`src/lpbs_pkg.sv`:
```
`default_nettype none

package lpbs_pkg;

  // Width of one color channel of a stored pixel.
  localparam int unsigned COLOR_W = 8;

  // One stored pixel: the three color channels kept side by side in one word.
  typedef struct packed {
    logic [COLOR_W-1:0] blue;
    logic [COLOR_W-1:0] green;
    logic [COLOR_W-1:0] red;
  } rgb_t;

  // Request kinds as carried on in_tuser.
  typedef enum logic [1:0] {
    REQ_WRITE = 2'd0,
    REQ_READ  = 2'd1,
    REQ_SCALE = 2'd2,
    REQ_CLEAR = 2'd3
  } req_t;

endpackage

`default_nettype wire

```
`src/lpbs_scaler.sv`:
```
`default_nettype none

// Brightness scaler: v * k / 255 for each channel. The products are registered,
// then the divide by 255 is done as (p + (p >> 8) + 1) >> 8, which is exact for
// every product of two 8-bit values.
module lpbs_scaler #(
  parameter int unsigned AW = 12
) (
  input  wire logic          clk,
  input  wire logic          rst_n,
  input  wire logic          in_vld,
  input  wire logic [AW-1:0] in_addr,
  input  wire lpbs_pkg::rgb_t in_pix,
  input  wire logic [7:0]    k,
  output logic               wr_en,
  output logic [AW-1:0]      wr_addr,
  output lpbs_pkg::rgb_t     wr_data
);

  logic          vld_r;
  logic [AW-1:0] addr_r;
  logic [15:0]   prod_r_r;
  logic [15:0]   prod_g_r;
  logic [15:0]   prod_b_r;

  function automatic logic [7:0] div255(input logic [15:0] p);
    logic [16:0] s;
    s = {1'b0, p} + {9'd0, p[15:8]} + 17'd1;
    return s[15:8];
  endfunction

  always_ff @(posedge clk) begin
    if (!rst_n) begin
      vld_r <= 1'b0;
    end else begin
      vld_r <= in_vld;
    end
  end

  always_ff @(posedge clk) begin
    addr_r   <= in_addr;
    prod_r_r <= {8'd0, in_pix.red}   * {8'd0, k};
    prod_g_r <= {8'd0, in_pix.green} * {8'd0, k};
    prod_b_r <= {8'd0, in_pix.blue}  * {8'd0, k};
  end

  assign wr_en         = vld_r;
  assign wr_addr       = addr_r;
  assign wr_data.red   = div255(prod_r_r);
  assign wr_data.green = div255(prod_g_r);
  assign wr_data.blue  = div255(prod_b_r);

endmodule

`default_nettype wire

```
`config.mk`:
```
export PLATFORM = sky130hd
export DESIGN_NAME = lpbs_scaler
export DESIGN_NICKNAME = d
export VERILOG_FILES = /design/src/lpbs_pkg.sv /design/src/lpbs_scaler.sv
export SDC_FILE = /design/constraint.sdc
export NUM_CORES = 1
export LEC_CHECK = 0
export BUFFER_PORTS_ARGS = -buffer_cell sky130_fd_sc_hd__buf_2
export CAP_MARGIN = 20
export CORE_MARGIN = 2
export CORE_UTILIZATION = 45
export DETAILED_ROUTE_END_ITERATION = 8
export SETUP_SLACK_MARGIN = 0.05
export SLEW_MARGIN = 20
export SYNTH_ARGS = -nofsm -noshare
export SYNTH_HDL_FRONTEND = slang
export SYNTH_SLANG_ARGS = --single-unit
```
`constraint.sdc`:
```
create_clock -name clk -period 5.47 [get_ports clk]
set_input_delay 1.094 -clock clk [delete_from_list [all_inputs] [get_ports clk]]
set_output_delay 1.094 -clock clk [all_outputs]
set_load 0.05 [all_outputs]
```
**Word-level counts from Yosys, hierarchy flattened**

Cells that the tools add are included.

- Bitwise logic cells: 0
- Mux-type cells: 0
- Reduce and logical (&&, ||, !) cells: 0
- Order comparisons: 0
- Multiply operators: 3
- Equal/unequal tests: 0
- Div/mod/pow operators: 0
- Shift operators: 0
- Add/sub/neg operators: 6

Operators by type and width:

| cell | count |
|---|---|
| 16-bit by 1-bit adder with 16-bit output (second input constant) | 3 |
| 16-bit by 8-bit adder with 16-bit output | 3 |
| 8-bit by 8-bit multiplier with 16-bit output | 3 |

- Word-level logic and storage cells: 14
- Latch bits: 0
- Bits in read-only memories: 0
- Flip-flop bits (word level): 61
- Memory bits (writable): 0
- Output and inout bits: 37
- Memories kept: 0
- Bits of input ports: 47

**Logic depth before layout (Yosys ltp)**

Gate-level depths: netlist (run 1).

- Depth after elaboration: 2
- Depth in mapped cells: 17
- Mapped depth without buffers: 16

**Worst setup path after synthesis (run 1)**

No wires, ideal clock.

- Path kind: input to register
- From: input k[7]
- To: register prod_g_r[13]
- Path buffers: 1
- Path slack: 0.390 ns
- Required time: 5.347 ns
- Data arrival time: 4.956 ns
- Stages on the path: 15
- Library setup time: 0.123 ns
- Cell sequence: clkbuf_1 nand2_1 fa_1 fa_1 inv_1 fa_1 inv_1 fa_1 inv_1 ha_1 o21ai_0 a211oi_2 a2111oi_4 a21oi_1 xor2_1

- Longest elaborated chain between the ends: 1

RTL lines:

| what | line | text |
|---|---|---|
| from (decl) | lpbs_scaler.sv:14 | `input wire logic [7:0] k,` |
| 8-bit by 8-bit multiplier with 16-bit output | lpbs_scaler.sv:43 | `prod_g_r <= {8'd0, in_pix.green} * {8'd0, k};` |
| to (signal assigned) | lpbs_scaler.sv:43 |  |
| to (decl) | lpbs_scaler.sv:23 | `logic [15:0] prod_g_r;` |

Every way passes these cells.
A chain may end at the register's enable or synchronous reset.

**Worst setup path in the final report (run 1)**

- From: input k[3]
- To: register prod_g_r[13]

Same word-level chain as after synthesis.

==> results.md, run 1 <==
* Status: finished clean
* Vias per inst at 4.97
* Setup crit end kind: flip-flop
* Grt total ovfl at 0
* Most frequent cells in the layout: and2_1 (167), inv_1 (154), ha_1 (129)
* Seq/Total Area, Yosys at 14.5%
* Final core occ at 51.8%
* Post-CTS Hold Buffers at 0
* Post-synthesis async set-or-reset flop share at 0%
* CP max FO at 24
* Maxcap violations at 0
* DR WL/cell at 13.8 um
* Overall Global Routing Usage at 18.7%
* Worst-Margin Slew at 0.438 ns
* Clock buffer depth at 2
* Die area at 19,800 um2
* Synth Cell Area at 8400 um2
* Fin. max-slew vios at 0
* Sw frac at 49.8%
* Worst slew margin at 70.8%
* Post-CTS Resized at 0
* Hold Path Origin: in_addr[4]
* Switching power at 1.99 mW
* Die width at 141 um
* First-pass GRT wire length at 30,000 um
* CTS H-Tree Depth at 3
* Routed Wire Length at 16,900 um
* IO buf count at 83
* Antenna Cells at 0
* Initial antenna violation count at 0
* # setup viols final at 0
* Clk pwr share at 13.1%
* Clk slew on worst S/H paths at 0.06 ns
* Min Tclk post-route at 4.96 ns
* PwrDens at 425 nW/um2
* Die Ht at 141 um
* Layout area overhead at 11.7%
* CTS buffer count at 9
* Synth cell types at 42
* Synthesized Nets at 1,192
* Via count at 6,106
* CTS sink count at 61
* Hold Vio Cnt, Final at 0
* Hold Path Class: in2reg
* Required @ worst endpoint at 5.69 ns
* Drt initial violations at 316
* Standard-cell row count at 49
* Logic gate share of total power at 68.0%
* CTS tree: yes
* Synth warn at 0
* Final GP Congestion at 0.808
* Leak at 4.82 nW
* Final worst-path cycle share at 90.7%
* P_int at 2.00 mW
* Worst hold path endpoint: wr_addr[4]
* Arr. time, crit path at 5.18 ns
* Setup WS pre-CTS at 0.151 ns
* Root buf cell: clkbuf_16
* Synth Register Bits at 61
* Number of global-route vias before repair at 6,308
* Commonest non-fill, non-tap cell in the layout: and2_1
* Initial Util at 46.3%
* Fin nets at 1,279
* Syn Inst Count at 908
* Largest net degree at the start of global routing at 25
* Residual DRC at 0
* Nature of the critical path startpoint: input pin
* Dpl hpwl at 14,000 um
* Number of antenna-violating nets in the routed design at 0
* Layout cell share with drive strength beyond 1 at 12.1%
* EDFF count, synth at 0
* Max VDD drop at 0.000203 V
* RSZ-0062 raised after global routing: false
* Top FF cell, synth: dfxtp_1
* Post-CTS Repair Setup Buffers at 0
* Final WS setup at 0.509 ns
* WS Path Type: in2reg
* Hold Path Stages at 1
* Floorplan Core Area at 18,100 um2
* I/O Pins at 84
* Post-Route Setup TNS at 0 ns
* Average size of a mapped cell at 9.26 um2
* Highest Clock Rate at 202 MHz
* First-pass iteration count of the detailed router at 4
* Sequential share of power at 18.9%
## sequential cells by signal, summed over array words and instances (netlist names)
| name | flops |
|---|---|
| wr_addr | 12 |
| prod_g_r | 16 |
| wr_en | 1 |
| prod_r_r | 16 |
| prod_b_r | 16 |
## how the worst max path moves through the flow
stage,depth (start not counted),slack [ns],end,startpoint
final,15,0.51,prod_g_r[13],k[3]
after global routing,15,0.23,prod_g_r[13],k[4]
after CTS,15,0.51,prod_g_r[13],k[3]
after detailed placement,15,0.15,prod_g_r[13],k[3]
after global placement,15,0.20,prod_g_r[13],k[3]
after floorplan,15,0.39,prod_g_r[13],k[7]
## routing by layer
metal,track usage (%),vias to the layer above,routed length [um]
met5,0,-,0
met4,4.74,0,167
met3,2.72,9,670
met2,31.1,98,8090
met1,25.7,2941,8010
li1,-,3058,-
## critical path, cell delays in order
cell and delay, ns:
buf_2 0.33, nand2_1 0.13, fa_1 0.49, fa_1 0.49, inv_1 0.06, fa_1 0.52, inv_1 0.06, fa_1 0.53
inv_1 0.04, ha_1 0.32, o21ai_0 0.38, a211oi_2 0.09, a2111oi_4 0.37, a21oi_1 0.13, xor2_1 0.15
## layout make-up
cell class                 count  area (um2)
timing repair buffer          92         483
sequential                    61        1220
inverter                     154         578
clock buffer                  10         239
multi-input combinational    677        6550
fill                        1742        8760
clock inverter                 6        38.8
tap                          229         287
## through the flow
| stage | power, mW | std cells | instance area, um2 | hold WS (ns) |
|---|---|---|---|---|
| after floorplan | 2.93 | 908 | 8400 | 1.12 |
| after global placement | 3.47 | 1213 | 9110 | 1.20 |
| after detailed placement | 3.50 | 1213 | 9110 | 1.20 |
| after CTS | 4.05 | 1229 | 9390 | 0.838 |
| after global routing | 4.43 | 1229 | 9390 | 0.834 |
| final | 4.00 | 1229 | 9390 | 0.856 |
## synth_stat cells, types with 3 or more instances
cell type    n  area share [%]
ha_1       129              19
o21a_1       6            0.54
a211oi_1     4            0.36
o211ai_1     4            0.36
fa_1       108              26
nand2_1     45             2.0
nor2b_1      6            0.45
xor2_1      12             1.3
o21ai_0     21             1.3
nand4_1      7            0.52
nand3_1      8            0.48
xnor2_1     45             4.7
a21o_1      12             1.1
a21oi_1     28             1.7
dfxtp_1     61              15
clkbuf_1    16            0.71
o21ai_1      7            0.42
nor2_1      28             1.3
o21bai_1     3            0.27
a31oi_1      5            0.37
a211oi_2     3            0.45
and3_1       5            0.37
inv_1      154             6.9
and2_1     167              12
## power by group through the flow
stage	logic (mW)	clock network (mW)	registers, mW
after floorplan	2.19	0	0.732
after detailed placement	2.73	0	0.765
after global routing	3.09	0.568	0.776
final	2.72	0.525	0.755
after CTS	2.75	0.544	0.757
after global placement	2.70	0	0.765
## cell families (layout without fill, tap and decap cells)
| kind of cell | after synthesis | count (layout) | synth area share [%] |
|---|---|---|---|
| XOR/XNOR | 57 | 57 | 5.94 |
| AND/OR/NAND/NOR | 275 | 275 | 18.4 |
| AO/OA/AOI/OAI | 108 | 108 | 8.63 |
| buffers and inverters | 170 | 262 | 7.59 |
| adder cells (fa/ha/maj) | 237 | 237 | 44.9 |
| flip-flops | 61 | 61 | 14.5 |
Power figures use the tool's default switching activity.
==> run 2, diff against run 1 <==
--- a/config.mk
+++ b/config.mk
@@ -5,6 +5,7 @@
 export SDC_FILE = /design/constraint.sdc
 export NUM_CORES = 1
 export LEC_CHECK = 0
+export ABC_AREA = 1
 export BUFFER_PORTS_ARGS = -buffer_cell sky130_fd_sc_hd__buf_2
 export CAP_MARGIN = 20
 export CORE_MARGIN = 2
==> results.md, run 2 <==
* Required @ worst endpoint at 5.75 ns (+0.06 ns)
* Synth warn at 0 (unchanged)
* Die area at 23,500 um2 (+19%)
* Fin nets at 1,869 (+46%)
* IO buf count at 83 (unchanged)
* Synth cell types at 25 (-40%)
* Post-CTS Repair Setup Buffers at 0 (unchanged)
* Via count at 8,726 (+43%)
* CTS tree: yes
* M3 GR Usage at 2.21% (-0.51 points)
* Most common cell on crit path: nand2_1
* Layout cell share with drive strength beyond 1 at 7.11% (-5.0 points)
* EDFF count, synth at 0 (unchanged)
* Status: finished clean
* Count leader, synth: nand2_1
* Final Instance Area at 11,000 um2 (+17%)
* Leak at 7.36 nW (+52%)
* Drt initial violations at 429 (+36%)
* Post-CTS Resized at 0 (unchanged)
* PwrDens at 436 nW/um2 (+2.4%)
* Synthesized Nets at 1,811 (+52%)
* Post-CTS Hold Buffers at 0 (unchanged)
* Clk slew on worst S/H paths at 0.06 ns (about the same)
* Layout area overhead at 9.30%
* Standard-cell row count at 54 (+10%)
* Dpl cell area at 10,700 um2 (+17%)
* Min Tclk post-route at 4.53 ns (-0.434 ns)
* Largest net degree at the start of global routing at 25 (unchanged)
* Final worst-path cycle share at 82.8% (-7.9 points)
* Dpl hpwl at 18,600 um (+33%)
* Synth Cell Area at 10,000 um2 (+20%)
* Nature of the critical path startpoint: input pin
* Worst hold path endpoint: wr_addr[11]
* Met2 Track Usage GR at 34.8% (+3.7 points)
* Final hold slack at 0.851 ns (-0.00554 ns)
* CP max FO at 24 (unchanged)
* Hold Vio Cnt, Final at 0 (unchanged)
* Routed Wire Length at 21,800 um (+29%)
* Worst path cell trace: buf_2 > nand2_1 > fa_1 > fa_1 > inv_1 > fa_1 > inv_1 > fa_1 > inv_1 > ha_1 > nand2_1 > o21bai_1 > nand2_1 > nand3_1 > nand2_1 > nand2_1
* Post-Route Setup TNS at 0 ns (unchanged)
* Post-synthesis async set-or-reset flop share at 0% (unchanged)
* Vias per inst at 4.66 (-6.2%)
* Number of global-route vias before repair at 8,551 (+36%)
* Clock buffer depth at 2 (unchanged)
* Largest regs: prod_b_r x16, prod_g_r x16, prod_r_r x16
* CTS sink count at 61 (unchanged)
* Final GP Congestion at 0.863 (+6.8%)
* Syn Inst Count at 1,527 (+68%)
* Initial Util at 45.9% (-0.40 points)
* M1 GR Usage at 25.7% (+0.064 points)
* Average size of a mapped cell at 6.58 um2 (-29%)
* Setup crit end kind: flip-flop
* Root buf cell: clkbuf_16
* First-pass iteration count of the detailed router at 5 (+1)
* I/O Pins at 84 (unchanged)
* Floorplan Core Area at 21,900 um2 (+21%)
* Most frequent cells in the layout: nand2_1 (494), inv_1 (440), ha_1 (129)
* Residual DRC at 0 (unchanged)
* Hold Path Origin: in_addr[11]
* Seq/Total Area, Yosys at 12.2% (-2.4 points)
* Max VDD drop at 0.000196 V (-3.4%)
* Top cell type by total area after synthesis: fa_1
* WS Path Type: in2reg
* DR WL/cell at 11.6 um (-16%)
* Synth Register Bits at 61 (unchanged)
* Fin. max-slew vios at 0 (unchanged)
* Hold Path Class: in2reg
* Top FF cell, synth: dfxtp_1
* Commonest cells post-synth: nand2_1 (494), inv_1 (440), ha_1 (129), fa_1 (108), nor2_1 (68)
* First-pass GRT wire length at 38,400 um (+28%)
* Commonest non-fill, non-tap cell in the layout: nand2_1
* CTS buffer count at 9 (unchanged)
* Die Ht at 153 um (+9.1%)
* # setup viols final at 0 (unchanged)
* Arr. time, crit path at 4.81 ns (-0.37 ns)
* Overall Global Routing Usage at 19.7% (+1.0 points)
* CTS H-Tree Depth at 3 (unchanged)
* Worst slew margin at 64.9% (-5.9 points)
* Hold Path Stages at 1 (unchanged)
* Highest Clock Rate at 221 MHz (+9.6%)
* Busiest metal layer after global routing: met2
* Initial antenna violation count at 2 (+2)
* RSZ-0062 raised after global routing: false
* Worst-Margin Slew at 0.527 ns (+0.0887 ns)
* Grt total ovfl at 0 (unchanged)
* Yosys top cell area share at 21.5% (-4.2 points)
* CP max-delay cell: fa_1
* Die width at 153 um (+9.1%)
* Number of antenna-violating nets in the routed design at 0 (unchanged)
* Main area contributors after synthesis: fa_1 (22%), nand2_1 (18%), inv_1 (16%), ha_1 (16%), dfxtp_1 (12%)
* Maxcap violations at 0 (unchanged)
* Largest stage delay, worst path at 0.55 ns (+0.02 ns)
[run 2: cell type report]
class / instances / area [um2]
inverter: 440 / 1650
timing repair buffer: 87 / 445
antenna: 2 / 5.00
sequential: 61 / 1220
multi-input combinational: 986 / 7030
tap: 280 / 350
clock inverter: 6 / 45.0
clock buffer: 10 / 239
fill: 2257 / 10900
[run 2: logic make-up (layout without fill, tap and decap cells)]
group | Yosys count | count (layout) | share of synthesized area [%]
AO/OA/AOI/OAI | 63 | 63 | 3.69
XOR/XNOR | 24 | 24 | 2.09
adder cells (fa/ha/maj) | 237 | 237 | 37.6
buffers and inverters | 480 | 543 | 17.9
flip-flops | 61 | 61 | 12.2
other | 0 | 2 | 0
AND/OR/NAND/NOR | 662 | 662 | 26.6
[run 2: worst max path at each step]
| stage | depth (start not counted) | start | slack, ns | to |
|---|---|---|---|---|
| floorplan | 17 | k[7] | 0.86 | prod_g_r[12] |
| global placement | 17 | k[4] | 0.64 | prod_g_r[12] |
| detailed placement | 15 | k[2] | 0.61 | prod_r_r[13] |
| CTS | 16 | k[2] | 0.97 | prod_r_r[13] |
| global route | 16 | k[2] | 0.67 | prod_r_r[13] |
| finish | 16 | k[2] | 0.94 | prod_r_r[13] |
[run 2: where the power goes]
group / switching (mW) / internal [mW]
Combinational: 2.28 / 1.18
Sequential: 0.166 / 0.618
Clock: 0.222 / 0.322
[run 2: stage by stage]
step | power, mW | cells | utilization [%] | setup WS, ns
2_1_floorplan | 3.49 | 1527 | - | 0.857
3_3_place_gp | 4.25 | 1854 | 48.9 | 0.638
3_5_place_dp | 4.26 | 1854 | 48.9 | 0.606
4_1_cts | 4.84 | 1870 | 50.2 | 0.969
5_1_grt | 5.38 | 1872 | 50.2 | 0.673
6_report | 4.79 | 1872 | 50.2 | 0.943
[run 2: critical path, delay by kind of cell]
family	cells	cell delay, ns
simple gates	6	0.59
fa+ha+maj	5	2.36
compound gates	1	0.23
buf+inv	4	0.54
[run 2: per-layer routing]
metal,vias up,wire length [um]
met4,0,250
met5,-,0
met2,134,10600
met3,12,739
li1,4557,-
met1,4023,10100
==> run 3, diff against run 2 <==
==> constraint.sdc (replaced) <==
create_clock -name clk -period 4.7 [get_ports clk]
set_input_delay 0.94 -clock clk [delete_from_list [all_inputs] [get_ports clk]]
set_output_delay 0.94 -clock clk [all_outputs]
set_load 0.05 [all_outputs]
==> results.md, run 3 (synthesis gave the netlist of run 2 again) <==
* Placed insts at 1,869 (+0.81%)
* Most frequent cells in the layout: nand2_1 (494), inv_1 (440), ha_1 (129)
* Final worst-path cycle share at 90.6%
* Overall Global Routing Usage at 19.9% (+0.23 points)
* Layout cell share with drive strength beyond 1 at 7.98% (+0.87 points)
* Post-CTS Repair Setup Buffers at 0 (unchanged)
* # setup viols final at 0 (unchanged)
* First-pass iteration count of the detailed router at 5 (unchanged)
* Number of global-route vias before repair at 8,608 (+0.67%)
* Via count at 8,763 (+0.42%)
* Number of non-filler instances in the completed layout at 1,887 (+0.80%)
* Residual DRC at 0 (unchanged)
* Die area at 23,500 um2 (unchanged)
* Standard-cell row count at 54 (unchanged)
* Largest net degree at the start of global routing at 25 (unchanged)
* Setup WS pre-CTS at 0.0652 ns (-0.541 ns)
* Status: finished clean
* Hold Vio Cnt, Final at 0 (unchanged)
* Post-CTS Hold Buffers at 0 (unchanged)
* Number of antenna-violating nets in the routed design at 0 (unchanged)
* Maxcap violations at 0 (unchanged)
* CTS buffer count at 9 (unchanged)
* Clk slew on worst S/H paths at 0.06 ns (about the same)
* Grt total ovfl at 0 (unchanged)
* Vias per inst at 4.64 (-0.37%)
* Initial Util at 45.9% (unchanged)
* I/O Pins at 84 (unchanged)
* Max VDD drop at 0.000194 V (-0.92%)
* Post-Route Setup TNS at 0 ns (unchanged)
* Routed Wire Length at 21,600 um (-0.66%)
* Clock buffer depth at 2 (unchanged)
* Largest stage delay, worst path at 0.49 ns (-0.06 ns)
* Layout area overhead at 10.7%
* Crit path max-delay family: adder cells
* WS Path Type: in2reg
* Root buf cell: clkbuf_16
* Total Power at 5.63 mW (+18%)
* DR WL/cell at 11.5 um (-1.5%)
* Largest regs: prod_b_r x16, prod_g_r x16, prod_r_r x16
* Required @ worst endpoint at 4.92 ns (-0.83 ns)
* Worst path cell trace: buf_2 > buf_4 > nand2_1 > inv_1 > fa_1 > fa_1 > inv_1 > fa_1 > fa_1 > inv_1 > ha_1 > a21oi_1 > o21ai_2 > nand3_1 > nand3_1 > nand2_1 > nand2_1
* Arr. time, crit path at 4.48 ns (-0.33 ns)
* Worst slew margin at 66.2% (+1.3 points)
* CTS tree: yes
* Hold Path Origin: in_addr[4]
* CP max-delay cell: fa_1
* Final WS setup at 0.443 ns (-0.500 ns)
* Dpl hpwl at 18,800 um (+1.2%)
* Fin nets at 1,884 (+0.80%)
* CTS sink count at 61 (unchanged)
* Final core occ at 50.8% (+0.65 points)
* Die width at 153 um (unchanged)
* Commonest non-fill, non-tap cell in the layout: nand2_1
* Die Ht at 153 um (unchanged)
* Worst Setup SP: k[3]
* Number of buffers and inverters on the critical path at 5 (+1)
* Setup crit end kind: flip-flop
* Fin. max-slew vios at 0 (unchanged)
* PwrDens at 506 nW/um2 (+16%)
* Post-CTS Resized at 0 (unchanged)
* Highest Clock Rate at 235 MHz
* Leak at 7.44 nW (+1.1%)
* Min Tclk post-route at 4.26 ns
* Floorplan Core Area at 21,900 um2 (unchanged)
* Drt initial violations at 363 (-15%)
* RSZ-0062 raised after global routing: false
* First-pass GRT wire length at 39,000 um (+1.4%)
* Final GP Congestion at 0.861 (-0.21%)
* Hold Path Class: in2reg
* Initial antenna violation count at 2 (unchanged)
* Most common cell on crit path: fa_1
* CP max FO at 17 (-29%)
* IO buf count at 83 (unchanged)
* Nature of the critical path startpoint: input pin
* CTS H-Tree Depth at 3 (unchanged)
* Worst-Margin Slew at 0.507 ns (-0.0201 ns)
==> run 3: power breakdown <==
| part | total [mW] | switching (mW) | internal (mW) | leakage, nW |
|---|---|---|---|---|
| registers | 0.913 | 0.193 | 0.720 | 0.513 |
| logic | 4.04 | 2.65 | 1.39 | 6.78 |
| clock network | 0.674 | 0.261 | 0.412 | 0.150 |
| total | 5.63 | 3.11 | 2.52 | 7.44 |
==> run 3: layout make-up <==
type                    count  area (um2)
well taps                 280         350
fillers                  2295       10800
diodes                      2        5.00
flip-flops and latches     61        1220
multi-input cells         986        7030
clock buffers               9         225
clock inverters             7        75.1
repair buffers            102         571
inverters                 440        1650
==> run 3: per-stage QoR <==
step	hold slack [ns]	area (um2)
CTS	0.674	11100
global placement	1.04	10800
finish	0.688	11100
floorplan	0.968	10000
global route	0.671	11100
detailed placement	1.04	10800
==> run 3: metal layers <==
metal	vias to the layer above	part of all wire (%)	track usage [%]
met4	0	1.6	5.24
met3	18	2.6	2.52
met2	113	48	34.3
met5	-	0	0
li1	4583	-	-
met1	4049	47	26.5
==> run 3: worst paths after layout <==
path,to,slack [ns],depth (start not counted)
setup / recovery,prod_r_r[15],0.44,17
hold / removal,wr_addr[4],0.69,1
